File: config.mk
export PLATFORM = sky130hd
export DESIGN_NAME = led_fire_strip_renderer
export DESIGN_NICKNAME = d
export VERILOG_FILES = /design/src/hw/rtl/lfr_pkg.sv /design/src/hw/rtl/led_fire_strip_renderer.sv /design/src/hw/rtl/lfr_ram.sv /design/src/hw/rtl/lfr_cooler.sv /design/src/hw/rtl/lfr_out_stage.sv
export SDC_FILE = /design/constraint.sdc
export NUM_CORES = 1
export LEC_CHECK = 0
export ABC_AREA = 1
export BUFFER_PORTS_ARGS = -buffer_cell sky130_fd_sc_hd__buf_2
export CORE_MARGIN = 8
export CORE_UTILIZATION = 35
export CTS_CLUSTER_DIAMETER = 100
export DETAILED_ROUTE_END_ITERATION = 8
export GPL_TIMING_DRIVEN = 1
export PLACE_DENSITY = 0.61
export SLEW_MARGIN = 20
export SYNTH_ARGS = -nofsm -noshare
export SYNTH_HDL_FRONTEND = slang
export SYNTH_SLANG_ARGS = --single-unit
File: constraint.sdc
create_clock -name clk -period 14.8 [get_ports clk]
set_clock_uncertainty 0.05 [all_clocks]
set_input_delay 2.96 -clock clk [delete_from_list [all_inputs] [get_ports clk]]
set_output_delay 2.96 -clock clk [all_outputs]
set_load 0.01 [all_outputs]
File: src/hw/rtl/lfr_pkg.sv
// ----------------------------------------------------------------------------
// lfr_pkg
// Shared types, register codes and the fixed colour palette of the fire
// strip renderer.
// ----------------------------------------------------------------------------
package lfr_pkg;

	// field widths
	localparam int SEED_W       = 8;
	localparam int HEAT_W       = 7;
	localparam int LED_IDX_W    = 6;
	localparam int CHAN_W       = 8;
	localparam int CFG_IDX_W    = 2;
	localparam int PALETTE_SIZE = 128;

	// item kinds
	localparam logic KIND_SEED  = 1'b0;
	localparam logic KIND_FRAME = 1'b1;

	// register indexes
	localparam logic [CFG_IDX_W-1:0] CFG_LOUD_SEED    = 2'd0;
	localparam logic [CFG_IDX_W-1:0] CFG_QUIET_FIRST  = 2'd1;
	localparam logic [CFG_IDX_W-1:0] CFG_QUIET_SECOND = 2'd2;

	// register reset values
	localparam logic [SEED_W-1:0] LOUD_SEED_RST    = 8'd128;
	localparam logic [SEED_W-1:0] QUIET_FIRST_RST  = 8'd0;
	localparam logic [SEED_W-1:0] QUIET_SECOND_RST = 8'd10;

	// floor(9*x/20) as (x * COOL_RECIP) >> COOL_SHIFT, exact for x up to 510
	localparam int              COOL_SUM_W  = SEED_W + 1;
	localparam int              COOL_RECIP_W = 15;
	localparam int              COOL_SHIFT  = 16;
	localparam logic [COOL_RECIP_W-1:0] COOL_RECIP = 15'd29493;
	localparam int              COOL_PROD_W = COOL_SUM_W + COOL_RECIP_W;
	localparam logic [HEAT_W-1:0] HEAT_MAX  = 7'd127;

	// input request
	typedef struct packed {
		logic kind;
		logic beat;
	} item_t;

	// output request
	typedef struct packed {
		logic [LED_IDX_W-1:0] led_index;
		logic [CHAN_W-1:0]    red;
		logic [CHAN_W-1:0]    green;
		logic [CHAN_W-1:0]    blue;
		logic                 last_led;
	} colour_t;

	// sequencer to output stage
	typedef struct packed {
		logic [HEAT_W-1:0]    heat;
		logic [LED_IDX_W-1:0] led_index;
		logic                 last_led;
	} heat_req_t;

	typedef logic [3*CHAN_W-1:0] palette_t [PALETTE_SIZE];

	// integer hsl palette: hue idx/5, full saturation, lightness min(2*idx,128)
	function automatic palette_t build_palette();
		palette_t    tab;
		int unsigned hue;
		int unsigned lum;
		int unsigned v;
		int unsigned m;
		int unsigned vsf;
		int unsigned r;
		int unsigned g;
		int unsigned b;
		for (int i = 0; i < PALETTE_SIZE; i++) begin
			hue = (i * 205) >> 10;
			lum = (i * 2 > 128) ? 128 : i * 2;
			if (lum < 128) begin
				v = (lum * 511) >> 8;
			end else begin
				v = (((lum + 255) << 8) - lum * 255) >> 8;
			end
			if (v == 0) begin
				tab[i] = '0;
			end else begin
				m   = lum + lum - v;
				vsf = (hue * 6 * (v - m)) >> 8;
				r   = v & 255;
				g   = (m + vsf) & 255;
				b   = m & 255;
				if (g == 1) begin
					g = 0;
				end
				if (b == 1) begin
					b = 0;
				end
				tab[i] = {CHAN_W'(r), CHAN_W'(g), CHAN_W'(b)};
			end
		end
		return tab;
	endfunction

	localparam palette_t PALETTE = build_palette();

endpackage

File: src/hw/rtl/led_fire_strip_renderer.sv
// ----------------------------------------------------------------------------
// led_fire_strip_renderer
// Fire effect for an LED strip: seed cells, a row of heat cells and a
// palette lookup, one LED per cycle while the colour output does not stall.
// ----------------------------------------------------------------------------
// A seed request (kind 0) loads the two seed cells from the loud register on
// a beat, otherwise from the two quiet registers; it gives no colour. A frame
// request (kind 1) walks the heat row once: the sequencer handles one cell
// per cycle while the output stage has room, reading the old value from the
// heat RAM, cooling the two cells before it through the single multiplier
// unit and writing the new value back; the input stays stalled until the
// walk ends. Each colour passes the heat stage register and then the colour
// register; colours come out for heat cells 0 .. LED_COUNT-1, i.e. LED
// LED_COUNT-1 down to LED 0, and last_led marks LED 0. The heat RAM needs no
// clearing pass: it reads as zero until the first frame has rewritten every
// cell. Configuration writes are always taken and must only be issued while
// the block is idle.
module led_fire_strip_renderer #(
	parameter int LED_COUNT = 48
) (
	input  logic                            clk,
	input  logic                            arst_n,
	input  lfr_pkg::item_t                  item,
	input  logic                            item_valid,
	output logic                            item_stall,
	output lfr_pkg::colour_t                colour,
	output logic                            colour_valid,
	input  logic                            colour_stall,
	input  logic                            cfg_valid,
	output logic                            cfg_ready,
	input  logic [lfr_pkg::CFG_IDX_W-1:0]   cfg_index,
	input  logic [lfr_pkg::SEED_W-1:0]      cfg_data
);
	import lfr_pkg::*;

	localparam int AW = $clog2(LED_COUNT);

	typedef enum logic {
		ST_IDLE,
		ST_STEP
	} state_t;

	state_t             state_q;
	logic [AW-1:0]      cnt_q;
	logic               init_q;
	logic [SEED_W-1:0]  p2_q;
	logic [SEED_W-1:0]  p1_q;
	logic [SEED_W-1:0]  seed0_q;
	logic [SEED_W-1:0]  seed1_q;
	logic [SEED_W-1:0]  loud_q;
	logic [SEED_W-1:0]  quiet_first_q;
	logic [SEED_W-1:0]  quiet_second_q;

	logic               item_acc;
	logic               step_ready;
	logic               step_go;
	logic               step_last;
	logic               ram_re;
	logic [AW-1:0]      ram_raddr;
	logic [HEAT_W-1:0]  ram_rdata;
	logic [HEAT_W-1:0]  old_heat;
	logic [HEAT_W-1:0]  new_heat;
	heat_req_t          heat_req;

	// handshakes
	assign item_stall = (state_q != ST_IDLE);
	assign item_acc   = item_valid && !item_stall;
	assign cfg_ready  = 1'b1;

	// one cell per cycle while the output stage has room
	assign step_go   = (state_q == ST_STEP) && step_ready;
	assign step_last = (cnt_q == AW'(LED_COUNT - 1));

	// read one cell ahead of the write; idle keeps cell 0 preloaded
	assign ram_re    = (state_q == ST_IDLE) || (step_go && !step_last);
	assign ram_raddr = (state_q == ST_STEP) ? cnt_q + AW'(1) : '0;

	// cells never written since reset read as zero
	assign old_heat = init_q ? ram_rdata : '0;

	lfr_ram #(
		.WIDTH (HEAT_W),
		.DEPTH (LED_COUNT)
	) u_heat_ram (
		.clk   (clk),
		.we    (step_go),
		.waddr (cnt_q),
		.wdata (new_heat),
		.re    (ram_re),
		.raddr (ram_raddr),
		.rdata (ram_rdata)
	);

	lfr_cooler u_cool (
		.older (p2_q),
		.newer (p1_q),
		.heat  (new_heat)
	);

	// cooled cell to the palette stage
	always_comb begin
		heat_req.heat      = new_heat;
		heat_req.led_index = LED_IDX_W'(LED_COUNT - 1) - LED_IDX_W'(cnt_q);
		heat_req.last_led  = step_last;
	end

	lfr_out_stage u_out (
		.clk          (clk),
		.arst_n       (arst_n),
		.req_valid    (step_go),
		.req          (heat_req),
		.req_ready    (step_ready),
		.colour       (colour),
		.colour_valid (colour_valid),
		.colour_stall (colour_stall)
	);

	// frame sequencer
	always_ff @(posedge clk or negedge arst_n) begin
		if (!arst_n) begin
			state_q <= ST_IDLE;
			cnt_q   <= '0;
			init_q  <= 1'b0;
			p2_q    <= '0;
			p1_q    <= '0;
		end else begin
			unique case (state_q)
				ST_IDLE: begin
					if (item_acc && item.kind == KIND_FRAME) begin
						state_q <= ST_STEP;
						cnt_q   <= '0;
						p2_q    <= seed0_q;
						p1_q    <= seed1_q;
					end
				end
				ST_STEP: begin
					if (step_go) begin
						p2_q <= p1_q;
						p1_q <= SEED_W'(old_heat);
						if (step_last) begin
							state_q <= ST_IDLE;
							init_q  <= 1'b1;
						end else begin
							cnt_q <= cnt_q + AW'(1);
						end
					end
				end
			endcase
		end
	end

	// seed cells
	always_ff @(posedge clk or negedge arst_n) begin
		if (!arst_n) begin
			seed0_q <= '0;
			seed1_q <= '0;
		end else if (item_acc && item.kind == KIND_SEED) begin
			if (item.beat) begin
				seed0_q <= loud_q;
				seed1_q <= loud_q;
			end else begin
				seed0_q <= quiet_first_q;
				seed1_q <= quiet_second_q;
			end
		end
	end

	// configuration registers, unused index ignored
	always_ff @(posedge clk or negedge arst_n) begin
		if (!arst_n) begin
			loud_q         <= LOUD_SEED_RST;
			quiet_first_q  <= QUIET_FIRST_RST;
			quiet_second_q <= QUIET_SECOND_RST;
		end else if (cfg_valid && cfg_ready) begin
			unique case (cfg_index)
				CFG_LOUD_SEED:    loud_q         <= cfg_data;
				CFG_QUIET_FIRST:  quiet_first_q  <= cfg_data;
				CFG_QUIET_SECOND: quiet_second_q <= cfg_data;
				default: ;
			endcase
		end
	end

	// a frame request starts the walk at cell 0 and holds the input
	a_frame_start: assert property (@(posedge clk) disable iff (!arst_n)
		item_acc && item.kind == KIND_FRAME |=> item_stall && cnt_q == '0)
		else $error("frame did not start at cell 0");

	// the walk never writes past the last cell
	a_cell_range: assert property (@(posedge clk) disable iff (!arst_n)
		step_go |-> cnt_q <= AW'(LED_COUNT - 1))
		else $error("heat cell index out of range");

	// the final cell releases the input
	a_frame_end: assert property (@(posedge clk) disable iff (!arst_n)
		step_go && step_last |=> !item_stall)
		else $error("sequencer did not return to idle after last cell");

	// the frame's last colour belongs to LED 0
	a_last_led: assert property (@(posedge clk) disable iff (!arst_n)
		colour_valid && colour.last_led |-> colour.led_index == '0)
		else $error("last colour not at LED 0");

endmodule

File: src/hw/rtl/lfr_ram.sv
// ----------------------------------------------------------------------------
// lfr_ram
// Generic single-write, single-read RAM with registered read data.
// ----------------------------------------------------------------------------
module lfr_ram #(
	parameter int WIDTH = 8,
	parameter int DEPTH = 64
) (
	input  logic                     clk,
	input  logic                     we,
	input  logic [$clog2(DEPTH)-1:0] waddr,
	input  logic [WIDTH-1:0]         wdata,
	input  logic                     re,
	input  logic [$clog2(DEPTH)-1:0] raddr,
	output logic [WIDTH-1:0]         rdata
);

	logic [WIDTH-1:0] mem_q [DEPTH];

	// write port
	always_ff @(posedge clk) begin
		if (we) begin
			mem_q[waddr] <= wdata;
		end
	end

	// registered read port
	always_ff @(posedge clk) begin
		if (re) begin
			rdata <= mem_q[raddr];
		end
	end

endmodule

File: src/hw/rtl/lfr_cooler.sv
// ----------------------------------------------------------------------------
// lfr_cooler
// Shared cooling unit: heat = min(floor(9*(older+newer)/20), 127), done as
// one constant multiply by a scaled reciprocal.
// ----------------------------------------------------------------------------
module lfr_cooler (
	input  logic [lfr_pkg::SEED_W-1:0] older,
	input  logic [lfr_pkg::SEED_W-1:0] newer,
	output logic [lfr_pkg::HEAT_W-1:0] heat
);
	import lfr_pkg::*;

	logic [COOL_SUM_W-1:0]          sum;
	logic [COOL_PROD_W-1:0]         prod;
	logic [COOL_PROD_W-COOL_SHIFT-1:0] quot;

	// sum of the two cells before this one
	assign sum  = COOL_SUM_W'(older) + COOL_SUM_W'(newer);

	// scaled reciprocal multiply
	assign prod = COOL_PROD_W'(sum) * COOL_PROD_W'(COOL_RECIP);
	assign quot = prod[COOL_PROD_W-1:COOL_SHIFT];

	// saturate to the heat range
	assign heat = (quot > (COOL_PROD_W-COOL_SHIFT)'(HEAT_MAX)) ? HEAT_MAX : quot[HEAT_W-1:0];

endmodule

File: src/hw/rtl/lfr_out_stage.sv
// ----------------------------------------------------------------------------
// lfr_out_stage
// Holds one cooled heat value, maps it through the palette and keeps the
// colour in an output register that waits on the downstream stall.
// ----------------------------------------------------------------------------
module lfr_out_stage (
	input  logic                clk,
	input  logic                arst_n,
	input  logic                req_valid,
	input  lfr_pkg::heat_req_t  req,
	output logic                req_ready,
	output lfr_pkg::colour_t    colour,
	output logic                colour_valid,
	input  logic                colour_stall
);
	import lfr_pkg::*;

	heat_req_t            h_s1;
	logic                 h_valid_s1;
	colour_t              colour_q;
	logic                 colour_valid_q;
	logic                 out_free;
	logic                 h_move;
	logic [3*CHAN_W-1:0]  pal;

	// output register can take a new colour this cycle
	assign out_free  = !colour_valid_q || !colour_stall;
	assign h_move    = h_valid_s1 && out_free;
	assign req_ready = !h_valid_s1 || out_free;

	// palette lookup
	assign pal = PALETTE[h_s1.heat];

	// heat stage
	always_ff @(posedge clk or negedge arst_n) begin
		if (!arst_n) begin
			h_valid_s1 <= 1'b0;
		end else if (req_valid) begin
			h_valid_s1 <= 1'b1;
		end else if (h_move) begin
			h_valid_s1 <= 1'b0;
		end
	end

	always_ff @(posedge clk) begin
		if (req_valid) begin
			h_s1 <= req;
		end
	end

	// colour register
	always_ff @(posedge clk or negedge arst_n) begin
		if (!arst_n) begin
			colour_valid_q <= 1'b0;
		end else if (h_move) begin
			colour_valid_q <= 1'b1;
		end else if (!colour_stall) begin
			colour_valid_q <= 1'b0;
		end
	end

	always_ff @(posedge clk) begin
		if (h_move) begin
			colour_q.led_index <= h_s1.led_index;
			colour_q.red       <= pal[3*CHAN_W-1:2*CHAN_W];
			colour_q.green     <= pal[2*CHAN_W-1:CHAN_W];
			colour_q.blue      <= pal[CHAN_W-1:0];
			colour_q.last_led  <= h_s1.last_led;
		end
	end

	assign colour       = colour_q;
	assign colour_valid = colour_valid_q;

endmodule

==> flow_metrics.tcl <==
set metrics [dict create \
    yosys_register_bits 445 \
    cts_resized 0 \
    drc 0 \
    met1_length_um 23400 \
    track_usage 0.147 \
    synth_area_leader_cell "edfxtp_1" \
    synth_compound_area_frac 0.0755 \
    place.gp.congestion 0.888 \
    synthArstFlopShare 0.148 \
    numCtsBuffers 46 \
    clk_latency_ns 0.59 \
    status "completed" \
    setup_viol 0 \
    setup_tns_ns 0 \
    synth_ff_type "edfxtp_1" \
    synthCells 2204 \
    vias 15300 \
    die_y_um 267 \
    cts_hold_buf 0 \
    syn_area_per_cell_um2 10.0 \
    drive_gt1_frac 0.0668 \
    synth-edff-count 379 \
    synth.most_common_cell "nand2_1" \
    hold_viol 0 \
    yosys.area.top_type_share 0.514 \
    worst_slack_ns 7.54 \
    diodes 0 \
    cts_num_sinks 445 \
    synth_common_cells "nand2_1, edfxtp_1, nor2_1" \
    top_layer "met4" \
    synthDistinctLibCells 45 \
    wl_met3_um 3150 \
    synth_area_um2 22100 \
    timing.slew.headroom 0.247 \
    period_needed_ns 7.26 \
    place_area_um2 23000 \
    crit_type "reg -> reg" \
    worst_pin_slew_ns 1.13 \
    fin_crit_sh 0.491 \
    synth_area_leaders "edfxtp_1, dfrtp_1, nand2_1, nand3_1, ha_1" \
    ant_nets 0 \
    drt_iter0_drc 1269 \
    synth-adder-area-share 0.0778 \
    core_um2 62900 \
    crit_required_ns 14.70 \
    die_w_um 267 \
    drt_wl_total_um 53200 \
    synth.area.mux_share 0 \
    clock.fmax_mhz 138 \
    start_util 0.352 \
    ys.warnings.count 0 \
    syn2layout_area_growth_pct 10.8 \
    synthXorXnorAreaFrac 0.00588 \
    clockRootBuffer "clkbuf_16" \
    grt_pass1_vias 14900 \
    nets 2344 \
    grt-ovfl-total 0 \
    ys_seq_area_frac 0.589 \
    synth_top_family_by_area "simple AND/OR/NAND/NOR gates" \
    ctsHtreeMaxLevel 2 \
    maxSlewViolCount 0 \
    postCtsSetupBuffers 0 \
    cp-start-kind "flip-flop" \
    synth-simple-area-share 0.180 \
    grt_setup_unrepaired "false" \
    num_io_pins 51 \
    cts_tree "done" \
    hold_path.class "reg -> reg" \
    cp-end-kind "flip-flop" \
    grt_pass1_wl_um 84000 \
    fin_area_um2 24500 \
    worst_r2r_path_depth 24 \
    dp_slack_ns 7.62 \
    drtPass1Iterations 6 \
    dr_wl_met2_um 25300 \
    dieArea_um2 71500 \
    fillers 6149 \
    clockBufferDepth 3 \
    max_cap_violations 0 \
    place_hpwl_um 33800 \
    instances_no_fill 3091 \
    dpl.cell_count 3006 \
    crit_fanout 49 \
    hold_depth 0 \
    num_rows 92 \
    cp_data_arrival_time_ns 7.17 \
    avgRoutedWirePerCell_um 17.2 \
    grt_max_degree 95 \
    clkTransAtPathRegs_ns 0.06 \
    io_buffers 41 \
    post_drt_via_cell_ratio 4.96 \
    antenna_found_initial 0 \
]
## flip-flops by register name, summed over array words and instances (netlist names)
name and flops:
u_heat_ram.mem_q 336, u_out.colour 22, u_out.h_s1 14, loud_q 8
p1_q 8, p2_q 8, quiet_first_q 8, quiet_second_q 8
seed0_q 8, seed1_q 8, u_heat_ram.rdata 7, cnt_q 6
init_q 1, item_stall 1, u_out.colour_valid 1, u_out.h_valid_s1 1
## layout by cell type (no fill, tap or decap), types with 20 or more instances in the layout
master,n
nand2_1,406
edfxtp_1,379
nor2_1,285
inv_1,267
nand3_1,231
o21ai_0,148
ha_1,88
dfrtp_1,62
clkbuf_16,47
buf_2,41
o211ai_1,39
fa_1,31
a21oi_1,29
a31oi_1,20
## cell type report
type | instances | area [um^2] | area share
repair buffers | 54 | 303 | 0.0123
inverters | 271 | 1020 | 0.0415
well taps | 846 | 1060 | 0.0431
multi-input cells | 1390 | 7620 | 0.311
clock buffers | 59 | 1230 | 0.0502
flip-flops and latches | 445 | 13000 | 0.531
clock inverters | 26 | 267 | 0.0109
## metrics by stage
step / hold WS (ns) / utilization
after floorplan: 0.350 / -
after global placement: 0.356 / 0.366
after detailed placement: 0.359 / 0.366
after CTS: 0.374 / 0.390
after global routing: 0.375 / 0.390
final: 0.373 / 0.390
## path summary, 6_finish.rpt
path,from,endpoint,slack (ns)
max in group asynchronous,arst_n,cnt_q[0],11.55
setup / recovery,p1_q[0],u_heat_ram.mem_q[40][5],7.54
min in group asynchronous,arst_n,loud_q[3],2.51
setup reg to reg,p1_q[0],u_heat_ram.mem_q[40][5],7.54
hold reg to reg,u_out.h_s1[4],u_out.colour[28],0.37
hold / removal,u_out.h_s1[4],u_out.colour[28],0.37
## metal layers
layer | global-route usage | vias to the layer above
li1 | - | 7388
met1 | 0.198 | 7416
met2 | 0.246 | 453
met3 | 0.0194 | 78
met4 | 0.0467 | 0
met5 | 0 | -
## cells by family after synthesis
family          after synthesis
fa+ha+maj                   119
buf+inv                     376
simple gates                960
compound gates              288
other cells                   2
xor+xnor                     14
flops                       445
## worst max-delay path, stage by stage, from the launching register on
cell	delay, ns
dfrtp_1	0.40
ha_1	0.22
fa_1	0.43
nand4_1	0.12
nand3_1	0.12
nand2_1	0.08
nand2_1	0.04
a21oi_1	0.35
inv_1	0.18
ha_1	0.37
fa_1	0.60
inv_1	0.07
fa_1	0.50
fa_1	0.55
inv_1	0.04
ha_1	0.37
nand2_1	0.11
nor2_1	0.19
nand2_1	0.09
nor2_1	0.09
nand2_1	0.08
nand3_1	0.10
nand2_1	0.05
nand2_1	0.40
nand3_2	0.99
Power is not shown: default switching activity piles up to over one toggle a cycle in this logic, so the estimate is an artifact.
